## src/design/tvs_pkg.sv

```systemverilog
// Package for the threshold value sorter: shared types and the order-key function.
// No dependencies; used by tvs_cell and threshold_value_sorter.
package tvs_pkg;

    localparam int WordWidth = 64;

    typedef logic [WordWidth-1:0] word_t;

    typedef enum logic [1:0] {
        ST_LOAD,
        ST_EMIT
    } state_t;

    // Monotone unsigned key: key order matches double order, with -0 below +0.
    function automatic word_t order_key(input word_t bits);
        word_t key;
        if (bits[WordWidth-1])
        begin
            key = ~bits;
        end
        else
        begin
            key = bits ^ {1'b1, {(WordWidth-1){1'b0}}};
        end
        return key;
    endfunction

endpackage

```

## src/design/tvs_cell.sv

```systemverilog
// One cell of the insertion chain: holds one word and its valid bit.
// Depends on tvs_pkg.
module tvs_cell
(
    input  logic          clk,
    input  logic          rst_n,
    input  logic          insert,      // a new word enters the chain this cycle
    input  logic          shift_out,   // chain moves toward the output end
    input  logic          clear,       // drop all contents
    input  tvs_pkg::word_t new_word,
    input  logic          prev_valid,  // neighbor toward the head
    input  logic          prev_bigger, // neighbor holds a word with key above new_word
    input  tvs_pkg::word_t prev_word,
    input  logic          next_valid,  // neighbor toward the tail
    input  tvs_pkg::word_t next_word,
    output logic          valid,
    output logic          bigger,
    output tvs_pkg::word_t word
);
    import tvs_pkg::*;

    logic  valid_reg;
    logic  valid_next;
    word_t word_reg;
    word_t word_next;

    // Cells are kept sorted ascending from head (index 0). A cell whose word
    // is above the new word hands its word one place toward the tail.
    assign bigger = valid_reg && (order_key(word_reg) > order_key(new_word));

    always_comb
    begin
        valid_next = valid_reg;
        word_next  = word_reg;
        if (clear)
        begin
            valid_next = 1'b0;
        end
        else if (shift_out)
        begin
            valid_next = next_valid;
            word_next  = next_word;
        end
        else if (insert)
        begin
            if (prev_valid && prev_bigger)
            begin
                valid_next = 1'b1;
                word_next  = prev_word;
            end
            else if (bigger || !valid_reg)
            begin
                if (!valid_reg && !prev_valid)
                begin
                    valid_next = valid_reg; // beyond the end of the fill
                end
                else
                begin
                    valid_next = 1'b1;
                    word_next  = new_word;
                end
            end
        end
    end

    always_ff @(posedge clk or negedge rst_n)
    begin
        if (!rst_n)
        begin
            valid_reg <= 1'b0;
        end
        else
        begin
            valid_reg <= valid_next;
        end
    end

    always_ff @(posedge clk)
    begin
        word_reg <= word_next;
    end

    assign valid = valid_reg;
    assign word  = word_reg;

endmodule
```

## config.mk

```make
export PLATFORM = sky130hd
export DESIGN_NAME = tvs_cell
export DESIGN_NICKNAME = d
export VERILOG_FILES = /design/src/design/tvs_pkg.sv /design/src/design/tvs_cell.sv
export SDC_FILE = /design/constraint.sdc
export NUM_CORES = 1
export LEC_CHECK = 0
export BUFFER_PORTS_ARGS = -buffer_cell sky130_fd_sc_hd__clkbuf_2
export CORE_MARGIN = 1.5
export CORE_UTILIZATION = 52
export DETAILED_ROUTE_END_ITERATION = 7
export PLACE_DENSITY_LB_ADDON = 0.1
export SLEW_MARGIN = 20
export SYNTH_ARGS = -nofsm -noshare
export SYNTH_HDL_FRONTEND = slang
export SYNTH_SLANG_ARGS = --single-unit
```

## constraint.sdc

```tcl
create_clock -name clk -period 16.6 [get_ports clk]
set_input_delay 2.49 -clock clk [delete_from_list [all_inputs] [get_ports clk]]
set_output_delay 2.49 -clock clk [all_outputs]
set_load 0.005 [all_outputs]
```

==> results.py, run 1 <==
metrics = {
    "clocking": {
        "post_cts_resize_count": 0,
        "clock-root-buffer": "clkbuf_16",
        "cts_buffer_depth": 2,
        "clkLatencyLatePin_ns": 0.35,
        "cts_tree": "built",
        "clk_pin_slew_worst_paths_ns": 0.06,
        "cts_setup_buffers": 0,
        "htree_levels": 3,
        "cts_made_buffers": 9,
        "postCtsHoldBufs": 0,
        "cts_sinks": 65,
    },
    "timing": {
        "fmax_ghz": 0.1265,
        "setup_tns_ns": 0,
        "fin_ws_ns": 8.693,
        "fin_crit_ns": 7.907,
        "rsz0062_at_grt": "no",
        "timing.hold.ws_ns": 0.7737,
        "tightest_slew_ns": 1.042,
        "post-route-period-util_pct": 47.63,
        "final-hold-violation-count": 0,
        "fin_skew_ns": 0.009163,
        "slew_headroom_pct": 30.54,
        "final_max_slew_viol_count": 0,
        "setup_viol": 0,
    },
    "power_and_ir_drop": {
        "p_leak_nw": 3.799,
        "switchingPower_mw": 0.1844,
        "p_total_mw": 0.6025,
        "p_per_area_nw_per_um2": 78.71,
        "worst_ir_drop_vdd_mv": 0.06883,
        "switching_share_pct": 30.61,
        "power_frac_clock_pct": 33.7,
        "power.internal_mw": 0.4181,
        "seq_power_share_pct": 34.1,
        "combPwrFrac_pct": 32.2,
    },
    "placed_design": {
        "port_buffers": 265,
        "dp.cells": 980,
        "pre_cts_slack_ns": 8.693,
        "gp_congestion": 0.7618,
        "hpwl_mm": 12.21,
        "post_dp_cell_area_um2": 7350,
    },
    "critical_path": {
        "cp_max_fo": 65,
        "cp_slowest_cell": "buf_4",
        "worst-r2r-setup-slack_ns": 13.12,
        "path_cells": "buf_4 -> xnor2_1 -> ha_1 -> nand4_2 -> nor4_2 -> and2_1 -> o311ai_1 -> o2111a_1 -> a211oi_1 -> clkbuf_2",
        "critPathMaxStageDelay_ns": 0.78,
        "crit_arrival_ns": 5.42,
        "cp-start-kind": "primary input",
        "r2r_cells": 10,
        "critical_path_class": "primary input to primary output",
        "crit_buf_inv": 2,
        "critPathCaptureType": "primary output",
        "crit_family": "buffers and inverters",
        "r2r_start": "word[63]",
        "cp_data_required_time_ns": 14.11,
        "reg2reg_to": "word[33]",
    },
    "cells_and_area": {
        "drive_gt1_share_pct": 34.35,
        "antennaDiodeCount": 0,
        "design_area_um2": 7655,
        "largest_reg_flops": 64,
        "utilization_pct": 69.70,
        "fin_cells": 996,
        "area_growth_pct": 28.99,
        "nNetsFinal": 1115,
    },
    "worst_hold_path": {
        "hold_class": "register to register",
        "holdPathStages": 4,
        "min_from": "valid",
        "hold_end": "valid",
    },
    "yosys": {
        "synthCells": 604,
        "synth_seq_area_share_pct": 32.81,
        "synthArstFlopShare_pct": 1.538,
        "synth_area_um2": 5934,
        "synth_flop_cell": "edfxtp_1",
        "syn_area_per_cell_um2": 9.825,
        "yosys.area.top_type": "edfxtp_1",
        "synth_seq_cells": 65,
        "synth_fp_nets": 868,
        "synth.top_cell.area_share_pct": 32.38,
        "synth.area.top_cells": "edfxtp_1 32%, ha_1 13%, mux2i_1 11%, xnor2_1 9.3%, xor2_1 9.3%",
        "synth_cell_types": 37,
        "synth-edff-count": 64,
        "yosys_warnings": 0,
    },
    "detailed_routing": {
        "detail-route-antenna-nets": 0,
        "first_iter_violations": 243,
        "vias_per_cell": 5.362,
        "route.detailed.wl_per_inst_um": 15.86,
        "vias": 5341,
        "drt_wl_total_mm": 15.79,
        "route.detailed.drc": 0,
        "dr.pass1.iters": 5,
    },
    "die": {
        "dieArea_um2": 12060,
        "die_w_um": 109.8,
        "coreArea_um2": 10980,
        "initial_core_util_pct": 54.03,
        "die_y_um": 109.8,
        "ios": 266,
        "rows": 38,
    },
    "global_routing": {
        "antenna_found_initial": 0,
        "grt_pass1_wl_mm": 24.36,
        "grt_usage_pct": 26.49,
        "grt_max_degree": 117,
        "first_global_vias": 5214,
        "grt_remaining_overflow": 0,
    },
    "run_status": {
        "outcome": "finished clean",
    },
    "job": {
        "drv_cap": 0,
    },
}
-- placed cells by master (no fill, tap or decap), types with 2 or more instances in the layout --
cell type    n
a21oi_1     32
nand2_1     83
a21o_1       2
nand4_2      4
nand4_1      8
clkbuf_16    9
nor3_1       3
xnor2_1     63
nor4_2       2
buf_4        8
ha_1        64
mux2i_1     64
a211oi_1     3
inv_1        4
bufinv_16    2
nor2_1      10
nand3_1      6
o21a_1       2
edfxtp_1    64
nand4_4      2
xor2_1      63
clkbuf_2   263
clkbuf_1     4
o21ai_0     72
-- cell usage after synthesis (8+ instances only) --
master    instances
nand2_1          84
o21ai_0          72
edfxtp_1         64
ha_1             64
mux2i_1          64
xnor2_1          63
xor2_1           63
a21oi_1          32
buf_2            20
clkbuf_1         15
nor2_1           10
nand4_1           8
-- power by group through the flow --
stage / clock network, mW / logic (mW) / registers, mW
2_1_floorplan: 0 / 0.124 / 0.210
3_3_place_gp: 0 / 0.184 / 0.209
3_5_place_dp: 0 / 0.193 / 0.209
4_1_cts: 0.205 / 0.196 / 0.206
5_1_grt: 0.212 / 0.219 / 0.207
6_report: 0.203 / 0.194 / 0.206
-- how the worst max path moves through the flow --
stage | startpoint | to | slack [ns] | depth (start not counted)
after floorplan | new_word[63] | word[0] | 7.01 | 10
after global placement | new_word[63] | bigger | 8.86 | 10
after detailed placement | new_word[63] | bigger | 8.69 | 10
after CTS | new_word[63] | bigger | 8.66 | 10
after global routing | new_word[63] | bigger | 8.41 | 9
final | new_word[63] | bigger | 8.69 | 10
-- metal layers --
metal | global-route usage (%) | vias up | routed length, um
li1 | - | 2667 | -
met1 | 30.90 | 2472 | 6581
met2 | 48.27 | 189 | 8022
met3 | 6.461 | 13 | 996
met4 | 6.865 | 0 | 191
met5 | 0 | - | 0
-- worst reg2reg max path: stages (launching register included) --
cell and delay (ns):
edfxtp_1 0.34, buf_4 0.51, xor2_1 0.21, ha_1 0.35, nand4_2 0.15, nor3_4 0.27
and2_1 0.22, o311ai_1 0.13, o2111a_1 0.21, a211oi_4 0.23, buf_4 0.48
-- cell families after synthesis --
kind of cell | share of synthesized area, %
multiplexers | 10.79
AND/OR/NAND/NOR | 10.25
XOR/XNOR | 18.60
AO/OA/AOI/OAI | 11.17
flip-flops | 32.81
adder cells (fa/ha/maj) | 13.49
buffers and inverters | 2.888
-- cell type report --
class,instances,area [um^2]
Clock buffer,13,240.2
Clock inverter,3,65.06
Fill cell,879,3328
Inverter,4,15.01
Multi-Input combinational cell,500,3836
Sequential cell,65,1947
Tap cell,140,175.2
Timing Repair Buffer,271,1376
(Power assumes the default switching activity.)
==> run 2: changes to the inputs <==
- ABC_AREA: not set -> 1
- CORE_UTILIZATION: 52 -> 44
- clock period: 16.6 -> 6.5 ns (I/O delays scaled with it)
==> run 2 against run 1 <==
  * Setup slack got worse by 6.6 ns
  * Critical path type is now register to primary output
  * Critical endpoint unchanged
  * Critical path depth rose by 2
  * Synthesized cell count rose by 18%
  * Flip-flop and latch count did not move
  * Die area rose by 17%
  * Via count rose by 6.0%
  * Synthesized area fell by 0.65%
  * Count of clock-buffer cells in the layout fell by 3
  * Core utilization fell by 12 points
  * Combinational power rose by 150%
==> results.py, run 2 <==
metrics = {
    "run_status": {
        "outcome": "finished clean",
    },
    "cells_and_area": {
        "antennaDiodeCount": 0,
        "largest_reg_flops": 64,
        "fillers": 1284,
        "layout_commonest_cell": "clkbuf_2",
        "drive_gt1_share_pct": 30.86,
        "nNetsFinal": 1218,
        "area_growth_pct": 28.14,
        "most-common-layout-cells": "264 x clkbuf_2, 188 x nand2_1, 79 x nor2_1, 65 x a31oi_1",
    },
    "timing": {
        "fin_crit_ns": 4.371,
        "final-hold-violation-count": 0,
        "rsz0062_at_grt": "no",
        "setup_tns_ns": 0,
        "tightest_slew_ns": 1.026,
        "post-route-period-util_pct": 67.24,
        "fin_skew_ns": 0.005003,
        "fmax_ghz": 0.2288,
        "final_max_slew_viol_count": 0,
        "setup_viol": 0,
        "slew_headroom_pct": 31.60,
        "fin_ws_ns": 2.129,
    },
    "detailed_routing": {
        "dr.pass1.iters": 4,
        "vias": 5659,
        "first_iter_violations": 249,
        "detail-route-antenna-nets": 0,
        "route.detailed.wl_per_inst_um": 14.15,
        "route.detailed.drc": 0,
        "vias_per_cell": 4.999,
        "drt_wl_total_mm": 16.01,
    },
    "die": {
        "dieArea_um2": 14100,
        "ios": 266,
        "die_y_um": 118.8,
        "initial_core_util_pct": 44.88,
        "coreArea_um2": 13140,
        "rows": 42,
        "die_w_um": 118.8,
    },
    "critical_path": {
        "critPathCaptureType": "primary output",
        "crit_buf_inv": 2,
        "cp_slowest_cell": "edfxtp_1",
        "cp_max_fo": 30,
        "crit_family": "simple AND/OR/NAND/NOR gates",
        "critical_path_class": "register to primary output",
        "path_cells": "buf_4 -> xor2_1 -> ha_1 -> nand2_2 -> nor4_2 -> nand2_1 -> nor2_2 -> nand2_1 -> nand2_1 -> nand2_2 -> nor2_1 -> clkbuf_2",
        "crit_arrival_ns": 3.40,
        "cp-start-kind": "register",
        "crit_top_cell": "nand2_1",
        "critPathMaxStageDelay_ns": 0.90,
        "cp_data_required_time_ns": 5.52,
    },
    "clocking": {
        "cts_setup_buffers": 0,
        "clk_pin_slew_worst_paths_ns": 0.05,
        "cts_buffer_depth": 2,
        "clkLatencyLatePin_ns": 0.34,
        "cts_tree": "built",
        "cts_sinks": 65,
        "post_cts_resize_count": 0,
        "htree_levels": 3,
        "postCtsHoldBufs": 0,
        "cts_made_buffers": 9,
        "clock-root-buffer": "clkbuf_16",
    },
    "yosys": {
        "synth_seq_area_share_pct": 33.02,
        "synthTopCellsByCount": "189 x nand2_1, 79 x nor2_1, 65 x a31oi_1",
        "synth-edff-count": 64,
        "synthCells": 714,
        "yosys_warnings": 0,
        "synth.area.top_cells": "edfxtp_1 33%, ha_1 14%, nand2_1 12%, xnor2_1 9.4%, xor2_1 9.4%",
        "synth_area_um2": 5896,
        "synth_flop_cell": "edfxtp_1",
        "yosysMostFrequentCell": "nand2_1",
        "synth_cell_types": 27,
        "synthArstFlopShare_pct": 1.538,
        "synth_fp_nets": 978,
        "yosys.area.top_type": "edfxtp_1",
        "synth.top_cell.area_share_pct": 32.60,
        "synth_seq_cells": 65,
        "syn_area_per_cell_um2": 8.257,
    },
    "global_routing": {
        "antenna_found_initial": 0,
        "grt_usage_pct": 23.05,
        "grt_pass1_wl_mm": 25.91,
        "grt_remaining_overflow": 0,
        "grt_max_degree": 101,
        "first_global_vias": 5434,
    },
    "placed_design": {
        "gp_congestion": 0.7700,
        "hpwl_mm": 12.02,
        "port_buffers": 265,
        "pre_cts_slack_ns": 2.059,
    },
    "power_and_ir_drop": {
        "p_per_area_nw_per_um2": 189.3,
        "p_total_mw": 1.430,
        "worst_ir_drop_vdd_mv": 0.1364,
        "p_leak_nw": 3.600,
    },
    "job": {
        "drv_cap": 0,
    },
    "worst_hold_path": {
        "hold_class": "primary input to async pin",
    },
}
[run 2: cell types whose count changed after synthesis, moves of 5 or more]
cell	before	now
mux2i_1	64	0
a31oi_1	1	65
inv_2	0	5
o21ai_0	72	3
nand2_1	84	189
inv_1	4	13
o21ai_1	1	6
nor2_1	10	79
buf_2	20	26
[run 2: logic make-up (layout without fill, tap and decap cells)]
group                    count (synthesis)  after routing  synth area share [%]
XOR/XNOR                               126            126                 18.72
flip-flops                              65             65                 33.02
AND/OR/NAND/NOR                        291            291                 19.52
buffers and inverters                   60            302                 4.372
AO/OA/AOI/OAI                          108            108                 10.78
adder cells (fa/ha/maj)                 64             64                 13.58
[run 2: path summary, 6_finish.rpt]
kind	start	slack (ns)	endpoint	depth (start not counted)
hold / removal	rst_n	0.42	valid	1
min in group clk	valid	0.63	valid	2
hold reg to reg	valid	0.63	valid	2
setup reg to reg	word[63]	2.78	word[55]	12
max in group asynchronous	rst_n	5.98	valid	1
setup / recovery	word[63]	2.13	bigger	12
[run 2: worst register-to-register path, stage by stage, from the launching register on]
cell,delay [ns]
edfxtp_1,0.90
buf_4,0.55
xor2_1,0.14
ha_1,0.33
nand2_2,0.08
nor4_2,0.26
nand2_1,0.12
nor2_2,0.16
nand2_1,0.07
nand2_1,0.07
nand2_2,0.07
a21oi_4,0.12
buf_4,0.45
[run 2: cell type report]
| class | instances | area (um^2) | area share [%] |
|---|---|---|---|
| clock buffers | 10 | 229.0 | 3.031 |
| clock inverters | 3 | 11.26 | 0.1491 |
| inverters | 18 | 72.57 | 0.9606 |
| multi-input cells | 589 | 3701 | 48.99 |
| flip-flops and latches | 65 | 1947 | 25.77 |
| well taps | 176 | 220.2 | 2.915 |
| repair buffers | 271 | 1374 | 18.18 |
[run 2: power breakdown]
| part | internal (mW) | switching (mW) | leakage [nW] |
|---|---|---|---|
| clock network | 0.247 | 0.172 | 0.117 |
| registers | 0.504 | 0.0231 | 0.615 |
| logic | 0.220 | 0.263 | 2.87 |
| total | 0.972 | 0.459 | 3.60 |
[run 2: routing by layer]
metal  track usage, %  share of wire [%]
met1            27.36                 42
met2            39.90                 48
met3            7.046                7.9
met4            7.154                2.3
met5                0                  0
[run 2: metrics by stage]
| stage | cell area (um^2) | hold slack, ns | util, % | std cells |
|---|---|---|---|---|
| global placement | 7312 | 0.6260 | 55.66 | 1119 |
| detailed placement | 7315 | 0.6206 | 55.68 | 1119 |
| floorplan | 5896 | 0.5804 | - | 714 |
| global route | 7555 | 0.4071 | 57.50 | 1132 |
| CTS | 7555 | 0.4057 | 57.50 | 1132 |
| finish | 7555 | 0.4177 | 57.50 | 1132 |
==> run 3: changes to the inputs <==
- ABC_AREA: 1 -> 0
- clock period: 6.5 -> 3.9 ns (I/O delays scaled with it)
==> run 3 against run 2 <==
  * Power up 74%
  * Sequential share of layout area down 0.57 points
  * Critical path depth down 2
  * Routed wire length fell by 1.5%
  * Sequential power rose by 66%
  * Combinational power increased by 71%
  * Die area increased by 0.64%
  * Setup slack lost 1.9 ns
  * Critical path type unchanged
  * Highest routed layer unchanged
==> results.py, run 3 (synthesis gave the netlist of run 1 again) <==
metrics = {
    "run_status": {
        "outcome": "finished clean",
    },
    "clocking": {
        "clkLatencyLatePin_ns": 0.34,
        "post_cts_resize_count": 0,
        "cts_setup_buffers": 0,
        "htree_levels": 3,
        "clock-root-buffer": "clkbuf_16",
        "cts_tree": "built",
        "postCtsHoldBufs": 0,
        "cts_buffer_depth": 2,
        "clk_pin_slew_worst_paths_ns": 0.05,
        "cts_sinks": 65,
        "cts_made_buffers": 9,
    },
    "power_and_ir_drop": {
        "p_leak_nw": 3.807,
        "worst_ir_drop_vdd_mv": 0.1857,
        "p_per_area_nw_per_um2": 322.4,
    },
    "global_routing": {
        "grt_pass1_wl_mm": 25.27,
        "grt_max_degree": 105,
        "first_global_vias": 5221,
        "grt_remaining_overflow": 0,
        "antenna_found_initial": 0,
        "grt_usage_pct": 22.51,
    },
    "critical_path": {
        "critPathMaxStageDelay_ns": 0.39,
        "cp_data_required_time_ns": 3.31,
        "crit_buf_inv": 2,
        "critical_path_class": "register to primary output",
        "crit_family": "compound AO/OA/AOI/OAI gates",
        "path_cells": "buf_12 -> xor2_1 -> ha_1 -> a21oi_1 -> o21ai_1 -> a221o_1 -> o311ai_1 -> o2111a_1 -> a211oi_1 -> clkbuf_2",
        "crit_arrival_ns": 3.10,
        "critPathCaptureType": "primary output",
        "cp-start-kind": "register",
        "cp_max_fo": 65,
        "cp_slowest_cell": "buf_12",
    },
    "cells_and_area": {
        "nNetsFinal": 1116,
        "layout_commonest_cell": "clkbuf_2",
        "fin_cells": 1033,
        "drive_gt1_share_pct": 34.54,
        "most-common-layout-cells": "263 x clkbuf_2, 83 x nand2_1, 72 x o21ai_0",
        "fillers": 1155,
        "largest_reg_flops": 64,
        "area_growth_pct": 30.19,
        "antennaDiodeCount": 0,
    },
    "timing": {
        "rsz0062_at_grt": "no",
        "fmax_ghz": 0.2714,
        "final-hold-violation-count": 0,
        "setup_viol": 0,
        "fin_crit_ns": 3.684,
        "setup_tns_ns": 0,
        "tightest_slew_ns": 0.8576,
        "fin_skew_ns": 0.004386,
        "post-route-period-util_pct": 94.47,
        "final_max_slew_viol_count": 0,
        "slew_headroom_pct": 42.83,
    },
    "die": {
        "rows": 42,
        "coreArea_um2": 13190,
        "die_w_um": 119.1,
        "initial_core_util_pct": 44.99,
        "ios": 266,
        "dieArea_um2": 14190,
        "die_y_um": 119.1,
    },
    "placed_design": {
        "port_buffers": 265,
        "gp_congestion": 0.8073,
        "hpwl_mm": 12.67,
        "dp.cells": 1017,
    },
    "detailed_routing": {
        "first_iter_violations": 155,
        "route.detailed.drc": 0,
        "drt_wl_total_mm": 15.77,
        "vias": 5256,
        "route.detailed.wl_per_inst_um": 15.26,
        "detail-route-antenna-nets": 0,
        "dr.pass1.iters": 4,
        "vias_per_cell": 5.088,
    },
    "job": {
        "drv_cap": 0,
    },
    "worst_hold_path": {
        "hold_class": "primary input to async pin",
    },
}
==> run 3: cell count changes in the layout (fill, tap and decap cells not counted), sizes merged, moves of 4 or more <==
cell	delta
nand2	-108
nor2	-72
a31oi	-64
nand4	+8
mux2i	+64
o21ai	+64
a211oi	+4
inv	-14
==> run 3: routing by layer <==
metal	vias up	share of wire, %	GRT usage [%]
met3	17	6.5	4.502
met4	0	1.7	7.003
met5	-	0	0
met1	2392	43	26.88
li1	2663	-	-
met2	184	49	40.53
==> run 3: power by group <==
part | total (mW) | internal, mW | switching (mW)
sequential | 0.875 | 0.839 | 0.0363
combinational | 0.830 | 0.385 | 0.445
clock | 0.785 | 0.491 | 0.294
total | 2.49 | 1.72 | 0.775
==> run 3: worst paths after layout <==
check	slack [ns]	to	start	depth (start not counted)
max reg2reg	0.70	word[34]	word[63]	10
min in group clk	0.52	word[31]	next_word[31]	3
max in group asynchronous	3.80	valid	rst_n	1
max	0.22	bigger	word[63]	10
min	0.01	valid	rst_n	1
min reg2reg	0.80	valid	valid	4
==> run 3: final cells by class <==
cell class / instances / area, um^2 / area share (%)
Multi-Input combinational cell: 500 / 3842 / 49.73
Inverter: 4 / 15.01 / 0.1943
Timing Repair Buffer: 272 / 1421 / 18.40
Clock inverter: 4 / 43.79 / 0.5668
Sequential cell: 65 / 1947 / 25.20
Tap cell: 176 / 220.2 / 2.850
Clock buffer: 12 / 236.5 / 3.061
==> run 3: per-stage QoR <==
step | worst slack [ns] | total power, mW | cell area [um^2] | util, % | hold WS [ns]
finish | 0.2155 | 2.491 | 7726 | 58.58 | 0.01250
global route | 0.06904 | 2.646 | 7726 | 58.58 | 0.0002030
CTS | 0.1925 | 2.520 | 7726 | 58.58 | 0.003390
detailed placement | 0.3151 | 1.726 | 7446 | 56.45 | 0.3614
global placement | 0.4330 | 1.693 | 7446 | 56.45 | 0.3647
floorplan | -0.3693 | 1.429 | 6017 | - | 0.2894
